`src/rtl/ntw_pkg.sv`:
```
package ntw_pkg;

   // Word codes.
   localparam logic [5:0] W_TWENTY_BASE = 6'd18;
   localparam logic [5:0] W_TEN         = 6'd10;
   localparam logic [5:0] W_HUNDRED     = 6'd28;
   localparam logic [5:0] W_THOUSAND    = 6'd29;
   localparam logic [5:0] W_MILLION     = 6'd30;
   localparam logic [5:0] W_BILLION     = 6'd31;
   localparam logic [5:0] W_TRILLION    = 6'd32;
   localparam logic [5:0] W_OH          = 6'd33;

   // Action codes.
   localparam logic [1:0] ACT_CARDINAL = 2'd0;
   localparam logic [1:0] ACT_ORDINAL  = 2'd1;
   localparam logic [1:0] ACT_YEAR     = 2'd2;

   localparam int VALUE_BITS = 60;
   localparam int DIGITS     = 18;
   localparam int GROUPS     = 6;
   localparam logic [VALUE_BITS-1:0] VALUE_MAX = 60'd999999999999999999;
   localparam logic [VALUE_BITS-1:0] YEAR_MIN  = 60'd1000;
   localparam logic [VALUE_BITS-1:0] YEAR_MAX  = 60'd9999;

   typedef struct packed {
      logic [1:0]            action;
      logic [VALUE_BITS-1:0] value;
   } req_type;

   typedef struct packed {
      logic [5:0] word;
      logic       ordinal_form;
      logic       last;
   } rsp_type;

   // One group of three digits with optional leading and trailing words.
   typedef struct packed {
      logic       pre_en;
      logic [5:0] pre_word;
      logic       speak;
      logic [3:0] hund;
      logic [3:0] tens;
      logic [3:0] ones;
      logic       scale_en;
      logic [5:0] scale_word;
   } group_type;

   // Everything the back end needs to speak one request.
   typedef struct packed {
      group_type [GROUPS-1:0] grp;
      logic                   ordinal;
   } plan_type;

endpackage

```
`src/rtl/ntw_front.sv`:
```
module ntw_front
   import ntw_pkg::*;
(
   input  logic     clock,
   input  logic     reset,
   input  logic     req_valid,
   output logic     req_ready,
   input  req_type  req_data,
   output logic     push,
   output plan_type push_plan,
   input  logic     fifo_full
);

   typedef enum logic [1:0] {ST_IDLE, ST_CONV, ST_PUSH} state_type;

   localparam int BCD_BITS = 4 * DIGITS;

   state_type               state_ff;
   logic [VALUE_BITS-1:0]   bin_ff;
   logic [BCD_BITS-1:0]     bcd_ff;
   logic [BCD_BITS-1:0]     bcd_adj;
   logic [5:0]              cnt_ff;
   logic                    year_ff;
   logic                    ord_ff;
   logic [VALUE_BITS-1:0]   sat_value;

   assign req_ready = (state_ff == ST_IDLE);
   assign sat_value = (req_data.value > VALUE_MAX) ? VALUE_MAX : req_data.value;

   // Double-dabble correction: add three to every digit of five or more.
   always_comb begin
      for (int i = 0; i < DIGITS; i++) begin
         bcd_adj[4*i +: 4] = (bcd_ff[4*i +: 4] >= 4'd5) ?
                             bcd_ff[4*i +: 4] + 4'd3 : bcd_ff[4*i +: 4];
      end
   end

   // Build the speaking plan from the decimal digits.
   always_comb begin
      logic [5:0] nz;
      logic       year_pair;
      logic [3:0] d3, d2, d1, d0;
      for (int k = 0; k < GROUPS; k++) begin
         nz[k] = (bcd_ff[12*k +: 12] != 12'd0);
      end
      d3 = bcd_ff[15:12];
      d2 = bcd_ff[11:8];
      d1 = bcd_ff[7:4];
      d0 = bcd_ff[3:0];
      // Years 2000 through 2009 are read as plain numbers.
      year_pair = year_ff && !(d3 == 4'd2 && d2 == 4'd0 && d1 == 4'd0);
      push_plan.ordinal = ord_ff;
      for (int k = 0; k < GROUPS; k++) begin
         push_plan.grp[k].pre_en     = 1'b0;
         push_plan.grp[k].pre_word   = W_HUNDRED;
         push_plan.grp[k].speak      = nz[k];
         push_plan.grp[k].hund       = bcd_ff[12*k+8 +: 4];
         push_plan.grp[k].tens       = bcd_ff[12*k+4 +: 4];
         push_plan.grp[k].ones       = bcd_ff[12*k +: 4];
         push_plan.grp[k].scale_en   = 1'b0;
         push_plan.grp[k].scale_word = W_THOUSAND;
      end
      if (year_pair) begin
         push_plan.grp[1].hund  = 4'd0;
         push_plan.grp[1].tens  = d3;
         push_plan.grp[1].ones  = d2;
         push_plan.grp[1].speak = 1'b1;
         push_plan.grp[0].hund  = 4'd0;
         push_plan.grp[0].tens  = d1;
         push_plan.grp[0].ones  = d0;
         if (d1 == 4'd0 && d0 == 4'd0) begin
            push_plan.grp[0].pre_en = 1'b1;
            push_plan.grp[0].speak  = 1'b0;
         end else if (d1 == 4'd0) begin
            push_plan.grp[0].pre_en   = 1'b1;
            push_plan.grp[0].pre_word = W_OH;
         end
      end else begin
         // A value of zero is spoken as the lone word zero.
         push_plan.grp[0].speak      = (nz == 6'd0) || nz[0];
         push_plan.grp[5].scale_en   = nz[5];
         push_plan.grp[4].scale_en   = nz[5] || nz[4];
         push_plan.grp[4].scale_word = W_TRILLION;
         push_plan.grp[3].scale_en   = nz[3];
         push_plan.grp[3].scale_word = W_BILLION;
         push_plan.grp[2].scale_en   = nz[2];
         push_plan.grp[2].scale_word = W_MILLION;
         push_plan.grp[1].scale_en   = nz[1];
      end
   end

   assign push = (state_ff == ST_PUSH) && !fifo_full;

   // Sequencer: accept, convert one bit per cycle, hand the plan over.
   always_ff @(posedge clock) begin
      if (reset) begin
         state_ff <= ST_IDLE;
      end else begin
         unique case (state_ff)
            ST_IDLE: begin
               if (req_valid) begin
                  bin_ff   <= sat_value;
                  bcd_ff   <= '0;
                  cnt_ff   <= '0;
                  ord_ff   <= (req_data.action == ACT_ORDINAL);
                  year_ff  <= (req_data.action == ACT_YEAR) &&
                              sat_value >= YEAR_MIN && sat_value <= YEAR_MAX;
                  state_ff <= ST_CONV;
               end
            end
            ST_CONV: begin
               bcd_ff <= {bcd_adj[BCD_BITS-2:0], bin_ff[VALUE_BITS-1]};
               bin_ff <= {bin_ff[VALUE_BITS-2:0], 1'b0};
               cnt_ff <= cnt_ff + 6'd1;
               if (cnt_ff == 6'(VALUE_BITS - 1)) begin
                  state_ff <= ST_PUSH;
               end
            end
            ST_PUSH: begin
               if (!fifo_full) begin
                  state_ff <= ST_IDLE;
               end
            end
            default: state_ff <= ST_IDLE;
         endcase
      end
   end

endmodule

```
`src/rtl/ntw_fifo.sv`:
```
module ntw_fifo
   import ntw_pkg::*;
(
   input  logic     clock,
   input  logic     reset,
   input  logic     push,
   input  plan_type push_plan,
   output logic     full,
   input  logic     pop,
   output logic     empty,
   output plan_type head
);

   plan_type   mem_ff [2];
   logic       wptr_ff;
   logic       rptr_ff;
   logic [1:0] count_ff;

   assign full  = (count_ff == 2'd2);
   assign empty = (count_ff == 2'd0);
   assign head  = mem_ff[rptr_ff];

   always_ff @(posedge clock) begin
      if (push) begin
         mem_ff[wptr_ff] <= push_plan;
      end
   end

   // Two-entry queue between the converter and the word sequencer.
   always_ff @(posedge clock) begin
      if (reset) begin
         wptr_ff  <= 1'b0;
         rptr_ff  <= 1'b0;
         count_ff <= 2'd0;
      end else begin
         if (push) begin
            wptr_ff <= ~wptr_ff;
         end
         if (pop) begin
            rptr_ff <= ~rptr_ff;
         end
         if (push && !pop) begin
            count_ff <= count_ff + 2'd1;
         end else if (pop && !push) begin
            count_ff <= count_ff - 2'd1;
         end
      end
   end

endmodule

```
`src/rtl/ntw_back.sv`:
```
module ntw_back
   import ntw_pkg::*;
(
   input  logic     clock,
   input  logic     reset,
   input  logic     empty,
   input  plan_type head,
   output logic     pop,
   output logic     rsp_valid,
   input  logic     rsp_ready,
   output rsp_type  rsp_data
);

   typedef enum logic [1:0] {ST_IDLE, ST_RUN, ST_FLUSH} state_type;
   typedef enum logic [2:0] {PH_PRE, PH_HDIGIT, PH_HWORD, PH_TENS, PH_ONES, PH_SCALE}
      phase_type;

   state_type  state_ff;
   phase_type  ph_ff;
   logic [2:0] grp_ff;
   logic       pend_valid_ff;
   logic [5:0] pend_word_ff;
   logic       rsp_valid_ff;
   rsp_type    rsp_ff;

   group_type  cur;
   logic       tok_en;
   logic [5:0] tok_word;
   logic       out_free;
   logic       stall;
   logic       emit;

   assign rsp_valid = rsp_valid_ff;
   assign rsp_data  = rsp_ff;
   assign out_free  = !rsp_valid_ff || rsp_ready;
   assign cur       = head.grp[grp_ff];
   assign stall     = tok_en && pend_valid_ff && !out_free;
   assign pop       = (state_ff == ST_FLUSH) && out_free;

   // A word leaves the hold register when a newer word arrives or at the flush.
   assign emit = ((state_ff == ST_RUN) && !stall && tok_en && pend_valid_ff) || pop;

   // Word, if any, at the current step of the current group.
   always_comb begin
      tok_en   = 1'b0;
      tok_word = {2'b00, cur.ones};
      case (ph_ff)
         PH_PRE: begin
            tok_en   = cur.pre_en;
            tok_word = cur.pre_word;
         end
         PH_HDIGIT: begin
            tok_en   = cur.speak && cur.hund != 4'd0;
            tok_word = {2'b00, cur.hund};
         end
         PH_HWORD: begin
            tok_en   = cur.speak && cur.hund != 4'd0;
            tok_word = W_HUNDRED;
         end
         PH_TENS: begin
            // A whole hundred ends after the word hundred.
            tok_en = cur.speak &&
                     !(cur.hund != 4'd0 && cur.tens == 4'd0 && cur.ones == 4'd0);
            if (cur.tens >= 4'd2) begin
               tok_word = W_TWENTY_BASE + {2'b00, cur.tens};
            end else if (cur.tens == 4'd1) begin
               tok_word = W_TEN + {2'b00, cur.ones};
            end else begin
               tok_word = {2'b00, cur.ones};
            end
         end
         PH_ONES: begin
            tok_en   = cur.speak && cur.tens >= 4'd2 && cur.ones != 4'd0;
            tok_word = {2'b00, cur.ones};
         end
         PH_SCALE: begin
            tok_en   = cur.scale_en;
            tok_word = cur.scale_word;
         end
         default: begin
            tok_en = 1'b0;
         end
      endcase
   end

   // Word sequencer with a one-word hold so the final word can carry last.
   always_ff @(posedge clock) begin
      if (reset) begin
         state_ff      <= ST_IDLE;
         pend_valid_ff <= 1'b0;
         rsp_valid_ff  <= 1'b0;
         ph_ff         <= PH_PRE;
         grp_ff        <= 3'd0;
      end else begin
         if (emit) begin
            rsp_valid_ff <= 1'b1;
         end else if (rsp_ready) begin
            rsp_valid_ff <= 1'b0;
         end
         unique case (state_ff)
            ST_IDLE: begin
               if (!empty) begin
                  grp_ff   <= 3'(GROUPS - 1);
                  ph_ff    <= PH_PRE;
                  state_ff <= ST_RUN;
               end
            end
            ST_RUN: begin
               if (!stall) begin
                  if (tok_en) begin
                     if (pend_valid_ff) begin
                        rsp_ff.word          <= pend_word_ff;
                        rsp_ff.ordinal_form  <= 1'b0;
                        rsp_ff.last          <= 1'b0;
                     end
                     pend_valid_ff <= 1'b1;
                     pend_word_ff  <= tok_word;
                  end
                  if (ph_ff == PH_SCALE) begin
                     ph_ff <= PH_PRE;
                     if (grp_ff == 3'd0) begin
                        state_ff <= ST_FLUSH;
                     end else begin
                        grp_ff <= grp_ff - 3'd1;
                     end
                  end else begin
                     ph_ff <= phase_type'(ph_ff + 3'd1);
                  end
               end
            end
            ST_FLUSH: begin
               if (out_free) begin
                  rsp_ff.word         <= pend_word_ff;
                  rsp_ff.ordinal_form <= head.ordinal;
                  rsp_ff.last         <= 1'b1;
                  pend_valid_ff       <= 1'b0;
                  state_ff            <= ST_IDLE;
               end
            end
            default: state_ff <= ST_IDLE;
         endcase
      end
   end

endmodule

```
`src/rtl/number_to_word_tokens_top.sv`:
```
// Speaks an unsigned number below ten to the eighteenth as English word
// tokens, one response per word with last set on the final word. Action 0
// reads a cardinal, 1 an ordinal (final word flagged), 2 a year in
// 1000..9999; other values and action 3 read as cardinals, and values too
// large saturate to 999999999999999999. The front end converts binary to
// decimal one bit per cycle and takes no new request until its plan is in
// the queue; the word sequencer, held by any output stalls, overlaps with
// the next conversion through a two-entry queue.
module number_to_word_tokens_top
   import ntw_pkg::*;
(
   input  logic    clock,
   input  logic    reset,
   input  logic    req_valid,
   output logic    req_ready,
   input  req_type req_data,
   output logic    rsp_valid,
   input  logic    rsp_ready,
   output rsp_type rsp_data
);

   logic     push;
   logic     pop;
   logic     full;
   logic     empty;
   plan_type push_plan;
   plan_type head;

   ntw_front u_front (
      .clock     (clock),
      .reset     (reset),
      .req_valid (req_valid),
      .req_ready (req_ready),
      .req_data  (req_data),
      .push      (push),
      .push_plan (push_plan),
      .fifo_full (full)
   );

   ntw_fifo u_fifo (
      .clock     (clock),
      .reset     (reset),
      .push      (push),
      .push_plan (push_plan),
      .full      (full),
      .pop       (pop),
      .empty     (empty),
      .head      (head)
   );

   ntw_back u_back (
      .clock     (clock),
      .reset     (reset),
      .empty     (empty),
      .head      (head),
      .pop       (pop),
      .rsp_valid (rsp_valid),
      .rsp_ready (rsp_ready),
      .rsp_data  (rsp_data)
   );

endmodule

```
`config.mk`:
```
export PLATFORM = sky130hd
export DESIGN_NAME = number_to_word_tokens_top
export DESIGN_NICKNAME = d
export VERILOG_FILES = /design/src/rtl/ntw_pkg.sv /design/src/rtl/ntw_front.sv /design/src/rtl/ntw_fifo.sv /design/src/rtl/ntw_back.sv /design/src/rtl/number_to_word_tokens_top.sv
export SDC_FILE = /design/constraint.sdc
export NUM_CORES = 1
export LEC_CHECK = 0
export ABC_AREA = 1
export BUFFER_PORTS_ARGS = -buffer_cell sky130_fd_sc_hd__buf_4
export CORE_UTILIZATION = 47
export CTS_CLUSTER_SIZE = 16
export DETAILED_ROUTE_END_ITERATION = 6
export GPL_ROUTABILITY_DRIVEN = 0
export PLACE_DENSITY = 0.65
export SLEW_MARGIN = 25
export SYNTH_ARGS = -nofsm -noshare
export SYNTH_HDL_FRONTEND = slang
export SYNTH_HIERARCHICAL = 1
export SYNTH_SLANG_ARGS = --single-unit
```
`constraint.sdc`:
```
create_clock -name clock -period 19 [get_ports clock]
set_input_delay 3.8 -clock clock [delete_from_list [all_inputs] [get_ports clock]]
set_output_delay 3.8 -clock clock [all_outputs]
set_load 0.02 [all_outputs]
```
Word-level counts from Yosys, hierarchy flattened:

Memory sizes are Yosys's and may differ from the RTL's. A register that Yosys moved wholly into a read port is not among the register bits.
Index checks and enable logic that the tools add are counted.

* logic and storage cells: 244
* memories kept: 1
* RAM bits: 218
* output and inout bits: 10
* register bits: 170

Memory list
* u_fifo.mem_ff: words 2, bits a word 109, rd ports 1, clocked after Yosys merged registers in 1, wr ports 1, RTL line ntw_fifo.sv:14 `plan_type mem_ff [2];`

* reduce and logical (&&, ||, !) cells: 67
* $lt $le $gt $ge: 23
* muxes and demuxes: 80
* bitwise operators: 4
* add/sub/neg operators: 25
* eq/ne operators: 26

Operator list (number)
* 72-bit one-hot mux with 2 select lines: 1
* 60-bit 2-to-1 mux: 2
* 60-bit one-hot mux with 2 select lines: 1
* 27-bit binary-select mux with 3-bit select: 1
* 4-bit by 3-bit >= comparator with 1-bit output (second input constant): 18
* 72-bit 2-to-1 mux: 1
* 12-bit nonzero test: 6
* 4-bit by 2-bit adder with 4-bit output (second input constant): 17
* 4-bit 2-to-1 mux: 17
* 60-bit by 10-bit >= comparator with 1-bit output (second input constant): 1
* 60-bit > comparator (second input constant): 1
* 60-bit by 14-bit <= comparator with 1-bit output (second input constant): 1
* 7-bit 2-to-1 mux: 5
* 8-bit 2-to-1 mux: 4
* 6-bit one-hot mux with 5 select lines: 1
* 27-bit 2-to-1 mux: 1
* 3-bit 2-to-1 mux: 8
* 6-bit 2-to-1 mux: 4
* 1-bit logical AND: 21
* 4-bit logical NOT: 5
* 2-bit 2-to-1 mux: 10
* 8-bit one-hot mux with 2 select lines: 1
* 1-bit 2-to-1 mux: 14
* 2-bit inequality test (second input constant): 7
* 39 further kinds: 77

Depth between registers and ports, before layout:

* word-level depth: 16
* mapped depth: 22
* depth with buffers taken out: 19

Hierarchy:

Netlist, hierarchy kept.

Modules (own cells, without submodules)
* ntw_fifo: instances 1, area an instance 12260.5 sq um, cells an instance 540
* ntw_front: instances 1, area an instance 9434.0 sq um, cells an instance 1103
* ntw_back: instances 1, area an instance 3035.4 sq um, cells an instance 527

Worst setup path after synthesis:

OpenSTA, ideal clock, no wires.

* kind: input -> register
* start: input port reset
* end: register u_front.bcd_ff[0] (enable)
* data arrival time: 13176 ps
* cell stages on the path: 1
* path slack: 5021 ps
* path buffers: 0
* required time: 18196 ps
* path through: nor3_1

* word-level cells in the longest chain between the ends: 2

Ends and longest elaborated chain
* start, declared: RTL line number_to_word_tokens_top.sv:13 `input logic reset,`
* 1-bit NOT (no source line)
* 3-bit AND reduction (no source line)
* end signal, assigned: RTL line ntw_front.sv:112 `bcd_ff <= {bcd_adj[BCD_BITS-2:0], bin_ff[VALUE_BITS-1]};`
* end, declared: RTL line ntw_front.sv:20 `logic [BCD_BITS-1:0] bcd_ff;`

Every way passes these cells.
A chain may end at the register's enable or synchronous reset.

Worst setup path after layout:

* start: input port req_data[18] in the netlist's numbering
* end: register u_front.year_ff, data pin

* word-level cells in the longest chain between the ends: 5
* elaborated cells between the ends (all ways): 6

Ends and longest elaborated chain
* start, declared: RTL line number_to_word_tokens_top.sv:16 `input req_type req_data,`
* 60-bit > comparator: RTL line ntw_front.sv:28 `assign sat_value = (req_data.value > VALUE_MAX) ? VALUE_MAX : req_data.value;`
* 60-bit 2-to-1 mux (*): RTL line ntw_front.sv:28
* 60-bit by 10-bit >= comparator with 1-bit output: RTL line ntw_front.sv:107 `sat_value >= YEAR_MIN && sat_value <= YEAR_MAX;`
* 1-bit logical AND: RTL line ntw_front.sv:106 `year_ff <= (req_data.action == ACT_YEAR) &&`
* 1-bit logical AND (*): RTL line ntw_front.sv:107
* end signal, assigned: RTL line ntw_front.sv:106
* end, declared: RTL line ntw_front.sv:23 `logic year_ff;`

Every way passes the cells marked *; elsewhere a longest branch is shown, timed or not.

==> impl_results.md <==
* Final setup violation count at 0
* Final core occ at 51.7%
* Core area at 51600 um^2
* Fin nets at 2301
* Worst Min Path Start: u_back/pend_word_ff[2]
* Antenna diodes at 0
* Vias in the first global route at 15031
* Final Critical Period at 6.11 ns
* Share of layout cells above drive strength 1 at 16.5%
* Clk_lat worst skew at 0.59 ns
* Final setup TNS at 0 ns
* Run status: completed
* Vias per cell at 5.22
* Final antenna-violating net count at 0
* Yosys reg bits at 497
* Syn avg cell area at 11.4 um^2
* RSZ-0062 raised after global routing: no
* Area of the multi-input gates at 7900 um^2
* Power Total at 2820 uW
* Crit path capture type: register
* R2r worst-path depth at 18
* Hold-fix buffer count after cts at 0
* Setup repair bufs after CTS at 0
* Post-synth top area share at 58.3%
* Clock Skew at 0.0263 ns
* Area of the mapped netlist at 24700 um^2
* Synth Warn # at 6
* Worst hold-check path type: reg2reg
* Final period util at 32.2%
* Resize count post-CTS at 0
* Critical path fanouts, max at 32
* Fin worst setup slack at 12.89 ns
* Initial Util at 47.9%
* Fillers at 4419
* FMAX at 164 MHz
* Compound-cell area share of the yosys netlist at 7.56%
* Least-Margin Pin Slew at 1.03 ns
* All-Layer GR Usage at 18.7%
* DR WL/cell at 17.2 um
* Power Density at 105 nW/um^2
* EDFF count, synth at 480
* Final Hold Viols at 0
* Netlist cell types at 50
* Largest cells by area after synthesis: edfxtp_1 58%, mux2_4 4.2%, mux2_2 4.2%
* Main synth FF type: edfxtp_1
* CTS tree: built
* Slew Viols, Final at 0
* H-tree levels at 2
* Die width at 231 um
* DP Worst Slack at 12.35 ns
* Worst VDD drop at 71.9 uV
* DP Wirelength at 31300 um
* Register area at 14800 um^2
* Register area share after synthesis at 59.7%
* I/O pins at 76
* DIE HEIGHT at 231 um
* Iteration-0 DRC Markers at 1102
* Post-synth ARST share at 0%
* Worst R2R Setup Slack at 13.92 ns
* Max Cap Viol at 0
* DIE AREA at 53500 um^2
* Post-synthesis mux area share at 8.48%
* Post-Synth Adder-Cell Area at 3.14%
* Vias after detailed routing at 15086
* Slew HR at 31.4%
* Finished Layout Cells at 2890
* Synth Area in XOR/XNOR at 0.708%
* Initial antenna violation count at 0
* Standard-cell rows at 83
* CTS sink count at 497
* Synth-to-Final Area Change at 7.98%
* Root Buffer: clkbuf_16
* Worst Hold Path EP: u_back/rsp_data[4]
* Cell count after placement at 2799
* Largest family of logic cells by synthesized area: simple AND/OR/NAND/NOR gates
* DRC Markers at 0
* Synth area leader: edfxtp_1
* WP data required at 19.45 ns
* Reg-to-Reg End: u_back/rsp_data[5]
* Clock tree buffer depth at 3
* Worst hold path cell count at 0
* Remaining global-route overflow at 0
* Setup CP Type: in2reg
* Drt pass-1 iters at 5
* Critical path startpoint category: input port
* I/O Buffers at 75
* Pin count of the biggest net entering global routing at 88
* Simple-gate portion of the synthesized area at 11.0%
* Total wire length at 49600 um
* Clock-pin slew on the worst setup and hold paths at 0.06 ns
* CP Data Arrival Time at 6.56 ns
* Pleak at 0.0102 uW
* Cts bufs inserted at 52
* First-pass GRT wire length at 79500 um
* Gate Count Post-Synth at 2170
## critical path, stage by stage
cell and delay (ns):
buf_4 0.11, or2_0 0.26, nand3_1 0.11, nand3_1 0.11, nand3_2 0.12, nand3_2 0.50
inv_1 1.00, nand4_1 0.17, nor2_1 0.16, nand3_1 0.10, a21oi_2 0.10
## final cells by class
cell class | count | area share (%)
clock buffers | 80 | 5.61
clock inverters | 11 | 0.337
well taps | 680 | 3.19
inverters | 241 | 3.41
repair buffers | 92 | 2.60
multi-input cells | 1289 | 29.6
flip-flops and latches | 497 | 55.3
## cells by family (layout without fill, tap and decap cells)
group | Yosys count | in the layout
AND/OR/NAND/NOR | 640 | 640
XOR/XNOR | 20 | 20
flip-flops | 497 | 497
multiplexers | 163 | 163
other | 2 | 65
adder cells (fa/ha/maj) | 62 | 62
AO/OA/AOI/OAI | 339 | 339
buffers and inverters | 447 | 424
## flip-flops by register name, indices dropped and copies added, names as in the netlist, 2 cells and up, named ones only
name and count:
u_front/bin_ff 60, u_back/pend_word_ff 6, u_back/rsp_data 8, u_back/state_ff 2
u_back/grp_ff 3, u_fifo/mem_ff 326, u_front/state_ff 2, u_back/ph_ff 3
u_front/bcd_ff 72, u_fifo/count_ff 2, u_front/cnt_ff 6
## cell usage in the layout (no fill, tap or decap), drive strengths merged, types with 3 or more instances in the layout
master,Yosys,final
nor3,32,32
o21a,9,9
o22ai,15,15
clkbuf,27,80
nand3,66,66
o21ai,197,197
mux2,163,163
nand4,17,17
conb,2,65
xnor2,3,3
buf,179,92
o31ai,14,14
dfxtp,17,17
edfxtp,480,480
nand2,279,279
ha,62,62
or2,8,8
a31oi,14,14
a21oi,73,73
o211ai,5,5
inv,240,242
xor2,17,17
a211oi,5,5
nor2,227,227
clkinv,1,9
nor4,9,9
## through the flow
| stage | hold WS [ns] | area, um^2 |
|---|---|---|
| 3_5_place_dp | 0.411 | 25100 |
| 3_3_place_gp | 0.412 | 25100 |
| 6_report | 0.426 | 26700 |
| 5_1_grt | 0.440 | 26700 |
| 2_1_floorplan | 0.400 | 25000 |
| 4_1_cts | 0.424 | 26700 |
## Yosys cell counts (5+ instances only)
cell,count
nor4_1,9
nor2_1,221
nor3_1,30
buf_4,135
dfxtp_1,17
mux2_2,93
nand3_2,5
o21a_1,9
nand3_1,59
a31oi_1,14
xor2_1,17
clkbuf_1,27
buf_6,16
o21ai_1,12
edfxtp_1,480
a211oi_1,5
ha_1,62
nand4_1,17
buf_2,25
mux2_4,70
o22ai_1,15
inv_1,236
o21ai_0,185
nor2_2,5
a21oi_1,69
o31ai_1,14
nand2_1,274
## worst max-delay path by stage
stage | endpoint | slack [ns] | startpoint | cells after the start
after CTS | u_front/year_ff | 12.97 | req_data[50] | 12
after global placement | u_front/year_ff | 12.41 | req_data[50] | 12
after floorplan | u_front/bcd_ff[0] | 5.02 | reset | 1
after detailed placement | u_front/year_ff | 12.35 | req_data[18] | 11
after global routing | u_front/year_ff | 12.60 | req_data[50] | 12
final | u_front/year_ff | 12.89 | req_data[18] | 11
## where the power goes
part | leakage (uW) | switching (uW) | internal, uW
Clock | 0.000777 | 403 | 553
Combinational | 0.00487 | 357 | 180
Sequential | 0.00458 | 43.0 | 1280
Total | 0.0102 | 803 | 2010
## layer usage
layer	GRT usage (%)	routed length, um	vias up
li1	-	-	7316
met1	24.5	21700	7350
met2	32.2	24700	347
met3	2.67	2090	73
met4	5.40	1090	0
met5	0	0	-
Power figures use the tool's default switching activity.
